File: src/rtl/fir_filter_100_tap_unit_defines.svh
// Assertion macros for the FIR unit
`ifndef FIR_FILTER_100_TAP_UNIT_DEFINES_SVH
`define FIR_FILTER_100_TAP_UNIT_DEFINES_SVH
`ifndef SYNTH
`define FIR_ASSERT(lbl, clk, rst_n, prop, msg) \
    lbl: assert property (@(posedge clk) disable iff (!rst_n) prop) else $error(msg);
`define FIR_ASSERT_NR(lbl, clk, prop, msg) \
    lbl: assert property (@(posedge clk) prop) else $error(msg);
`else
`define FIR_ASSERT(lbl, clk, rst_n, prop, msg)
`define FIR_ASSERT_NR(lbl, clk, prop, msg)
`endif
`endif

File: src/rtl/fir100_pkg.sv
package fir100_pkg;
    localparam int unsigned TapsDefault   = 100;
    localparam int unsigned SampleBitsDef = 16;
    localparam int unsigned RomSize       = 100;
    localparam int unsigned CoefBits      = 12;
    localparam int unsigned OutBits       = 32;

    function automatic logic [CoefBits-1:0] coef_at(input logic [8:0] k);
        logic [CoefBits-1:0] c;
        begin
            case (k)
                9'd0: c = 12'd31;    9'd1: c = 12'd1152;  9'd2: c = 12'd845;
                9'd3: c = 12'd384;   9'd4: c = 12'd230;   9'd5: c = 12'd717;
                9'd6: c = 12'd1050;  9'd7: c = 12'd947;   9'd8: c = 12'd563;
                9'd9: c = 12'd358;   9'd10: c = 12'd154;  9'd11: c = 12'd1280;
                9'd12: c = 12'd1101; 9'd13: c = 12'd205;  9'd14: c = 12'd742;
                9'd15: c = 12'd896;  9'd16: c = 12'd307;  9'd17: c = 12'd102;
                9'd18: c = 12'd691;  9'd19: c = 12'd410;  9'd20: c = 12'd1229;
                9'd21: c = 12'd640;  9'd22: c = 12'd998;  9'd23: c = 12'd179;
                9'd24: c = 12'd0;    9'd25: c = 12'd589;  9'd26: c = 12'd461;
                9'd27: c = 12'd51;   9'd28: c = 12'd870;  9'd29: c = 12'd1203;
                9'd30: c = 12'd486;  9'd31: c = 12'd666;  9'd32: c = 12'd77;
                9'd33: c = 12'd973;  9'd34: c = 12'd282;  9'd35: c = 12'd1024;
                9'd36: c = 12'd538;  9'd37: c = 12'd819;  9'd38: c = 12'd333;
                9'd39: c = 12'd128;  9'd40: c = 12'd1126; 9'd41: c = 12'd614;
                9'd42: c = 12'd0;    9'd43: c = 12'd230;  9'd44: c = 12'd1178;
                9'd45: c = 12'd435;  9'd46: c = 12'd205;  9'd47: c = 12'd922;
                9'd48: c = 12'd512;  9'd49: c = 12'd1254; 9'd50: c = 12'd358;
                9'd51: c = 12'd179;  9'd52: c = 12'd742;  9'd53: c = 12'd333;
                9'd54: c = 12'd1075; 9'd55: c = 12'd845;  9'd56: c = 12'd666;
                9'd57: c = 12'd154;  9'd58: c = 12'd973;  9'd59: c = 12'd256;
                9'd60: c = 12'd1203; 9'd61: c = 12'd640;  9'd62: c = 12'd102;
                9'd63: c = 12'd998;  9'd64: c = 12'd307;  9'd65: c = 12'd1024;
                9'd66: c = 12'd691;  9'd67: c = 12'd461;  9'd68: c = 12'd77;
                9'd69: c = 12'd1126; 9'd70: c = 12'd563;  9'd71: c = 12'd870;
                9'd72: c = 12'd384;  9'd73: c = 12'd1229; 9'd74: c = 12'd26;
                9'd75: c = 12'd794;  9'd76: c = 12'd512;  9'd77: c = 12'd1254;
                9'd78: c = 12'd410;  9'd79: c = 12'd947;  9'd80: c = 12'd51;
                9'd81: c = 12'd1178; 9'd82: c = 12'd589;  9'd83: c = 12'd896;
                9'd84: c = 12'd435;  9'd85: c = 12'd1101; 9'd86: c = 12'd128;
                9'd87: c = 12'd768;  9'd88: c = 12'd538;  9'd89: c = 12'd1050;
                9'd90: c = 12'd358;  9'd91: c = 12'd230;  9'd92: c = 12'd717;
                9'd93: c = 12'd922;  9'd94: c = 12'd1152; 9'd95: c = 12'd333;
                9'd96: c = 12'd998;  9'd97: c = 12'd614;  9'd98: c = 12'd205;
                9'd99: c = 12'd1203;
                default: c = '0;
            endcase
            return c;
        end
    endfunction
endpackage

File: src/rtl/fir100_if.sv
interface fir100_in_if
    import fir100_pkg::*;
#(
    parameter int unsigned SAMPLE_BITS = SampleBitsDef
);
    logic                          valid;
    logic                          ready;
    logic signed [SAMPLE_BITS-1:0] sample;
    logic                          first;
    modport source (output valid, sample, first, input ready);
    modport sink   (input valid, sample, first, output ready);
endinterface

interface fir100_out_if
    import fir100_pkg::*;
();
    logic                      valid;
    logic                      ready;
    logic signed [OutBits-1:0] filtered;
    modport source (output valid, filtered, input ready);
    modport sink   (input valid, filtered, output ready);
endinterface

File: src/rtl/fir_filter_100_tap_unit.sv
// FIR filter, direct form, fixed coefficient table.
// Input channel: one word = signed sample plus a first flag; first=1 zeroes the
// history before that sample is used (stream start).
// Output channel: one word = signed 32-bit sum of products, an integer not
// shifted by any scale, saturated to 32 bits.
// Operation: a single multiply-accumulate walks the taps, one tap per cycle,
// the coefficient taken from the table and the delay-line tap from a rotating
// shift register (the line rotates one place per cycle, so only its head is
// ever read). The accepting edge loads a word, the mac state walks the TAPS
// taps, and the last mac step hands over to the output state, which
// saturates the sum and shows it on o_out once the result register frees.
// The one shared mac sets the throughput: no new word is taken until the
// output state has passed the last sum on to the result register.
// The result register parts the two sides: a new word is taken while the last
// result still waits, and a stalled receiver holds o_out steady. A finished
// sum waits in the output state until the result register frees.
// Reset (synchronous, active low) zeroes the history and empties the
// pipeline; the history is held in flip-flops and clears all at once.
`include "fir_filter_100_tap_unit_defines.svh"
module fir_filter_100_tap_unit
    import fir100_pkg::*;
#(
    parameter int unsigned TAPS        = TapsDefault,
    parameter int unsigned SAMPLE_BITS = SampleBitsDef
) (
    input  logic         i_clk,
    input  logic         i_rst_n,
    fir100_in_if.sink    i_in,
    fir100_out_if.source o_out
);
    localparam int unsigned HL   = TAPS - 1;
    localparam int unsigned CW   = $clog2(TAPS + 1);
    localparam int unsigned PW   = SAMPLE_BITS + CoefBits + 1;
    localparam int unsigned AW   = PW + CW + 1;

    typedef enum logic [2:0] {
        S_IDLE = 3'b001,
        S_MAC  = 3'b010,
        S_OUT  = 3'b100
    } t_state;

    t_state r_state, n_state;
    logic signed [SAMPLE_BITS-1:0] r_hist [HL];   // newest first at rest
    logic signed [SAMPLE_BITS-1:0] r_x;
    logic [CW-1:0]                 r_cnt;
    logic signed [AW-1:0]          r_acc;
    logic signed [OutBits-1:0]     r_res;
    logic                          r_vld;

    logic                          w_take;
    logic                          w_out_free;
    logic signed [SAMPLE_BITS-1:0] w_tap;
    logic signed [PW-1:0]          w_prod;
    logic [8:0]                    w_k;

    assign i_in.ready     = (r_state == S_IDLE);
    assign w_take         = i_in.valid && i_in.ready;
    // result register empty now or emptied at this edge
    assign w_out_free     = !r_vld || o_out.ready;
    assign o_out.valid    = r_vld;
    assign o_out.filtered = r_res;

    // tap 0 is the new sample, later taps the head of the rotating line
    assign w_tap  = (r_cnt == '0) ? r_x : r_hist[0];
    assign w_k    = 9'(r_cnt);
    assign w_prod = PW'($signed({1'b0, coef_at(w_k)}) * w_tap);

    always_comb begin
        n_state = r_state;
        case (r_state)
            S_IDLE:  if (w_take) n_state = S_MAC;
            S_MAC:   if (r_cnt == CW'(HL)) n_state = S_OUT;
            S_OUT:   if (w_out_free) n_state = S_IDLE;
            default: n_state = S_IDLE;
        endcase
    end

    always_ff @(posedge i_clk) begin
        if (!i_rst_n) begin
            r_state <= S_IDLE;
            r_vld   <= 1'b0;
            r_cnt   <= '0;
            for (int i = 0; i < HL; i++) r_hist[i] <= '0;
        end else begin
            r_state <= n_state;
            if (r_state == S_OUT && w_out_free)
                r_vld <= 1'b1;
            else if (o_out.valid && o_out.ready)
                r_vld <= 1'b0;
            case (r_state)
                S_IDLE: begin
                    if (w_take) begin
                        r_x   <= i_in.sample;
                        r_cnt <= '0;
                        r_acc <= '0;
                        if (i_in.first)
                            for (int i = 0; i < HL; i++) r_hist[i] <= '0;
                    end
                end
                S_MAC: begin
                    r_acc <= r_acc + AW'(w_prod);
                    r_cnt <= r_cnt + 1'b1;
                    // rotate once per history tap; after HL steps back at rest
                    if (r_cnt != '0) begin
                        for (int i = 0; i < HL - 1; i++) r_hist[i] <= r_hist[i+1];
                        r_hist[HL-1] <= r_hist[0];
                    end
                end
                S_OUT: begin
                    if (w_out_free) begin
                        // shift the new sample in, oldest drops out
                        r_hist[0] <= r_x;
                        for (int i = 1; i < HL; i++) r_hist[i] <= r_hist[i-1];
                        if (r_acc > AW'(32'sh7FFFFFFF))
                            r_res <= 32'sh7FFFFFFF;
                        else if (r_acc < -AW'(33'sh080000000))
                            r_res <= 32'sh80000000;
                        else
                            r_res <= OutBits'(r_acc);
                    end
                end
                default: ;
            endcase
        end
    end

    `FIR_ASSERT(a_onehot, i_clk, i_rst_n, $onehot(r_state), "state not one-hot")
    `FIR_ASSERT(a_busy, i_clk, i_rst_n, (r_state != S_IDLE) |-> !i_in.ready, "ready while busy")
    `FIR_ASSERT(a_out_hold, i_clk, i_rst_n, (o_out.valid && !o_out.ready) |=> $stable(r_res), "result moved")
    `FIR_ASSERT(a_vld_from_out, i_clk, i_rst_n, $rose(r_vld) |-> $past(r_state) == S_OUT, "stray valid")
endmodule
File: src/flat_wrapper.sv
// flat-port wrapper written by rule: the top's interface ports become plain ports
module fir_filter_100_tap_unit_flat import fir100_pkg::*;
#(
    parameter int unsigned TAPS        = TapsDefault,
    parameter int unsigned SAMPLE_BITS = SampleBitsDef
)
  (i_clk, i_rst_n, i_in_valid, i_in_sample, i_in_first, i_in_ready, o_out_valid, o_out_filtered, o_out_ready);
  fir100_in_if #(.SAMPLE_BITS(SAMPLE_BITS)) i_in_i ();
  fir100_out_if o_out_i ();
  input  logic i_clk;
  input  logic i_rst_n;
  input wire logic [$bits(i_in_i.valid)-1:0] i_in_valid;
  input wire logic [$bits(i_in_i.sample)-1:0] i_in_sample;
  input wire logic [$bits(i_in_i.first)-1:0] i_in_first;
  output wire logic [$bits(i_in_i.ready)-1:0] i_in_ready;
  output wire logic [$bits(o_out_i.valid)-1:0] o_out_valid;
  output wire logic [$bits(o_out_i.filtered)-1:0] o_out_filtered;
  input wire logic [$bits(o_out_i.ready)-1:0] o_out_ready;
  assign i_in_i.valid = i_in_valid;
  assign i_in_i.sample = i_in_sample;
  assign i_in_i.first = i_in_first;
  assign i_in_ready = i_in_i.ready;
  assign o_out_valid = o_out_i.valid;
  assign o_out_filtered = o_out_i.filtered;
  assign o_out_i.ready = o_out_ready;
  fir_filter_100_tap_unit #(.TAPS(TAPS), .SAMPLE_BITS(SAMPLE_BITS)) u_core (.i_clk(i_clk), .i_rst_n(i_rst_n), .i_in(i_in_i), .o_out(o_out_i));
endmodule
File: config.mk
export PLATFORM = sky130hd
export DESIGN_NAME = fir_filter_100_tap_unit_flat
export DESIGN_NICKNAME = d
export VERILOG_FILES = /design/src/rtl/fir100_pkg.sv /design/src/rtl/fir100_if.sv /design/src/rtl/fir_filter_100_tap_unit.sv /design/src/flat_wrapper.sv
export VERILOG_INCLUDE_DIRS = /design/src /design/src/rtl
export SDC_FILE = /design/constraint.sdc
export NUM_CORES = 2
export LEC_CHECK = 0
export BUFFER_PORTS_ARGS = -buffer_cell sky130_fd_sc_hd__buf_2
export CELL_PAD_IN_SITES_DETAIL_PLACEMENT = 1
export CELL_PAD_IN_SITES_GLOBAL_PLACEMENT = 2
export CORE_MARGIN = 3
export CORE_UTILIZATION = 30
export CTS_CLUSTER_SIZE = 25
export DETAILED_ROUTE_END_ITERATION = 12
export HOLD_SLACK_MARGIN = 0.15
export PLACE_DENSITY_LB_ADDON = 0.1
export SYNTH_ARGS = -nofsm -noshare
export SYNTH_HDL_FRONTEND = slang
export SYNTH_SLANG_ARGS = --single-unit
File: constraint.sdc
create_clock -name i_clk -period 29.3 [get_ports i_clk]
set_clock_uncertainty 0.05 [all_clocks]
set_input_delay 2.93 -clock i_clk [delete_from_list [all_inputs] [get_ports i_clk]]
set_output_delay 2.93 -clock i_clk [all_outputs]
set_load 0.03 [all_outputs]
### After elaboration in Yosys (flattened, before gate mapping)

Memory sizes are Yosys's and may differ from the RTL's. A register that Yosys moved wholly into a read port is not among the register bits.
Cells that the tools add are included.

| storage, ports and cells | value |
|---|---|
| memories kept | 2 |
| input port bits | 21 |
| register bits after elaboration | 96 |
| output and inout port bits | 34 |
| memory bits (read-only) | 1,408 |
| word-level logic and storage cells | 656 |
| memory bits (writable) | 1,584 |

| operators by class | value |
|---|---|
| multipliers | 1 |
| bitwise gates (word level) | 297 |
| reductions and logical operators | 14 |
| equal/unequal tests | 7 |
| magnitude comparators | 2 |
| add/subtract/negate cells | 2 |
| muxes and demuxes | 325 |

Memories:

| memory | words | bits a word | read ports | clocked after Yosys merged registers in | write ports | line | RTL |
|---|---|---|---|---|---|---|---|
| u_core.r_hist | 99 | 16 | 99 | 0 | 99 | fir_filter_100_tap_unit.sv:43 | `logic signed [SAMPLE_BITS-1:0] r_hist [HL];` |
| (no name shown) | 128 | 11 | 1 | 1 | 0 | fir100_pkg.sv:11 | `case (k)` |

Operators with widths:

| operator | number |
|---|---|
| $mux W16 | 298 |
| $or A1 B1 Y1 | 297 |
| $pmux W37 S2 | 1 |
| $add A37 B29 Y37 | 1 |
| $gt A37 B32 Y1 const B | 1 |
| $lt A37 B32 Y1 const B | 1 |
| $mux W37 | 1 |
| $mux W32 | 1 |
| $mul A13 B16 Y29 | 1 |
| $mux W7 | 3 |
| $mux W1 | 16 |
| $pmux W7 S2 | 1 |
| $reduce_and A3 Y1 | 4 |
| $mux W3 | 3 |
| $pmux W3 S3 | 1 |
| $add A7 B1 Y7 const B | 1 |
| $eq A7 B7 Y1 const B | 1 |
| $logic_not A7 Y1 | 1 |
| $reduce_bool A7 Y1 | 1 |
| $ne A2 B1 Y1 const B | 2 |
| $reduce_bool A2 Y1 | 2 |
| $eq A3 B1 Y1 const B | 1 |
| $eq A3 B2 Y1 const B | 1 |
| $eq A3 B3 Y1 const B | 1 |
| 5 further kinds | 7 |

### Depth between registers and ports, before layout

| logic depth | value |
|---|---|
| depth after elaboration | 9 |
| mapped depth | 28 |
| mapped depth without buffers | 26 |

### Worst setup path after synthesis

No wires, ideal clock.

| timing | value |
|---|---|
| path type | input -> register |
| from | input port o_out_ready |
| to | memory u_core.r_hist[0][1000] (netlist bit) (enable) |
| stages on the path | 6 |
| path buffers | 1 |
| arrival | 23.822 ns |
| library setup time | 1.385 ns |
| data required time | 27.865 ns |
| path slack | 4.042 ns |
| path through | nor2b_1 > nor3_1 > nor2_1 > nand2_1 > clkbuf_1 > a21o_1 |

RTL lines:

| what | line | RTL |
|---|---|---|
| start, declared | flat_wrapper.sv:18 | `input wire logic [$bits(o_out_i.ready)-1:0] o_out_ready;` |
| end, declared | fir_filter_100_tap_unit.sv:43 |  |

==> impl_metrics.env <==
export IMPL_path_max_fanout=86
export IMPL_synth_edff_count=1653
export IMPL_ir_drop_uv=96.8
export IMPL_nNetsFinal=5368
export IMPL_ctsHtreeMaxLevel=4
export IMPL_preCtsSetupSlack_ps=19540
export IMPL_layout_area_overhead_vs_synth_pct=11.9
export IMPL_core_region_area_sq_um=257000
export IMPL_outcome="complete, no violations"
export IMPL_synthesis_nets=5486
export IMPL_path_depth=11
export IMPL_synth_largest_area_cell="edfxtp_1"
export IMPL_ctsHoldBuffers=0
export IMPL_post_synth_top_area_fraction=0.640
export IMPL_cts_root_buf="clkbuf_16"
export IMPL_critical_path_class="input pin to flop"
export IMPL_slew_limit_headroom=0.240
export IMPL_max_stage_delay_ps=830
export IMPL_grt_max_degree=210
export IMPL_placementRows=186
export IMPL_clock_latency_ps=820
export IMPL_postRouteAntennaNets=0
export IMPL_avgSynthCellArea_sq_um=15.0
export IMPL_reg2regPathDepth=25
export IMPL_cts_repair_resize_count=0
export IMPL_share_of_layout_cells_above_drive_strength_1=0.0815
export IMPL_post_cts_buffers=0
export IMPL_final_routed_wirelength_across_all_metal_layers_mm=188
export IMPL_initialDrtViolationCount=3737
export IMPL_slowest_cell_on_crit_path="buf_4"
export IMPL_cpMostUsedCell="buf_4"
export IMPL_synth_async_sr_flop_share=0
export IMPL_worstHoldPathCells=1
export IMPL_number_of_top_level_pins=55
export IMPL_grt_pass1_vias=47600
export IMPL_layout_min_cycle_time_ps=8870
export IMPL_post_route_period_util=0.303
export IMPL_synth_area_leaders="edfxtp_1, a22o_1, fa_1"
export IMPL_clk_pin_slew_worst_paths_ps=60
export IMPL_startpoint_type="input pin"
export IMPL_place_port_buffers=54
export IMPL_tightest_pin_transition_ps=1140
export IMPL_detail_route_first_pass_iterations=6
export IMPL_fin_util=0.338
export IMPL_cell_types_with_the_highest_counts_after_synthesis="edfxtp_1, a22o_1, inv_1, clkbuf_1, fa_1"
export IMPL_achievable_frequency_mhz=113
export IMPL_die_w_um=515
export IMPL_synth_yosys_seq_area_share=0.649
export IMPL_hold_viol_final=0
export IMPL_timing_critical_path_required_ps=29910
export IMPL_ctsLongestPathBuffers=3
export IMPL_vertical_extent_of_the_die_um=515
export IMPL_grtUsageTotal=0.139
export IMPL_critPathTopFamily="buffers and inverters"
export IMPL_cts_made_buffers=194
export IMPL_hp_class="flop to flop"
export IMPL_fin_setup_tns_ps=0
export IMPL_timing_reg2reg_setup_slack_ps=21240
export IMPL_route_vias_total=45300
export IMPL_viasPerCell=5.26
export IMPL_power_density_cell_area_nw_per_um2=77.8
export IMPL_wl_per_cell_um=21.8
export IMPL_endpoint_kind="flop"
export IMPL_worstPathCellList="buf_2 -> nand2b_1 -> nor3_2 -> buf_4 -> buf_4 -> buf_4 -> buf_4 -> buf_4 -> buf_4 -> buf_4 -> a22o_1"
export IMPL_cap_violations=0
export IMPL_floorplan_initialDensity=0.302
export IMPL_floorplan_die_area_sq_um=265000
export IMPL_synthesis_yosys_warnings=0
export IMPL_timing_final_ws_setup_ps=20430
export IMPL_hpwl_after_detailed_placement_mm=110
export IMPL_setup_violators_final=0
export IMPL_dominantRegCellSynth="edfxtp_1"
export IMPL_synth_cell_type_count=95
export IMPL_grt_setup_unrepaired="false"
export IMPL_leakage_nw=32.0
export IMPL_drc=0
export IMPL_crit_arrival_ps=9480
export IMPL_synth_seq_cells=1691
export IMPL_cts_sink_count=1691
export IMPL_cts_tree="built"
export IMPL_syn_area_sq_um=77600
export IMPL_grt_first_pass_wirelength_mm=297
export IMPL_slew_violations=0
export IMPL_number_of_antenna_violations_at_the_first_check_in_global_routing=5
export IMPL_syn_inst=5179
export IMPL_routabilityCongestion=0.742
export IMPL_yosysMostFrequentCell="edfxtp_1"
export IMPL_cp_num_buf_inv=8
export IMPL_globalRouteOverflowTotal=0
## where the power goes
part	leakage, nW	internal (W)	switching (W)
Combinational	11.4	0.000591	0.000973
Clock	2.85	0.00130	0.00100
Sequential	17.7	0.00280	0.0000967
Total	32.0	0.00468	0.00207
## cells in the final DEF (no fill, tap or decap), drive strengths merged, types with 77 or more instances in the layout
master  synthesis  final
nand2         184    184
a22o         1569   1569
clkbuf        254    265
clkinv          1     77
fa            194    194
ha             92     92
edfxtp       1653   1653
inv           304    309
and2           84     84
buf           190    130
nor2           95     95
## per-stage QoR
stage	hold slack (ps)	instance area, sq um	power [W]	std cells
global route	494	86800	0.00720	8602
floorplan	450	77600	0.00417	5179
detailed placement	473	80900	0.00454	8249
finish	480	86800	0.00676	8603
global placement	467	80900	0.00455	8249
CTS	483	86800	0.00691	8601
## logic make-up after synthesis
group,count (synthesis),share of synthesized area
compound gates,1924,0.209
flops,1691,0.649
buf+inv,749,0.0399
simple gates,473,0.0299
fa+ha+maj,286,0.0649
xor+xnor,30,0.00339
mux,26,0.00379
## flip-flops by register name, summed over array words and instances, names as in the netlist, named ones only
name / cells
u_core.o_out.filtered: 32
u_core.o_out.valid: 1
u_core.r_acc: 37
u_core.r_cnt: 7
u_core.r_hist: 1584
u_core.r_state: 3
u_core.r_x: 16
## worst register-to-register path, delay by kind of cell, from the launching register on
family                     cells  cell delay (ps)
AOI/OAI and AO/OA              4             1410
adders and majority gates      8             3630
buffers and inverters          6              680
DFF                            1              460
muxes                          1              630
and+or+nand+nor                6             1100
## metal layers
layer / part of all wire / vias up / track usage
met2: 0.45 / 695 / 0.210
met5: 0.000037 / - / 0
met1: 0.49 / 23900 / 0.208
li1: - / 20400 / -
met4: 0.019 / 2 / 0.0322
met3: 0.035 / 253 / 0.0216
## area by class of cell
class,instances,area (sq um)
well taps,3384,4230
diodes,2,5.00
inverters,305,1150
multi-input cells,2739,24200
clock buffers,265,5260
fillers,26200,170000
repair buffers,130,928
clock inverters,87,654
flip-flops and latches,1691,50400
## worst paths after layout
check | from | end
worst max-delay path | i_rst_n | u_core.r_hist[0][363]
worst min-delay path | u_core.r_hist[0][1581] | u_core.r_hist[0][1565]
worst max register to register | u_core.r_cnt[0] | u_core.r_acc[36]
worst min register to register | u_core.r_hist[0][1581] | u_core.r_hist[0][1565]
Power figures use the tool's default switching activity.
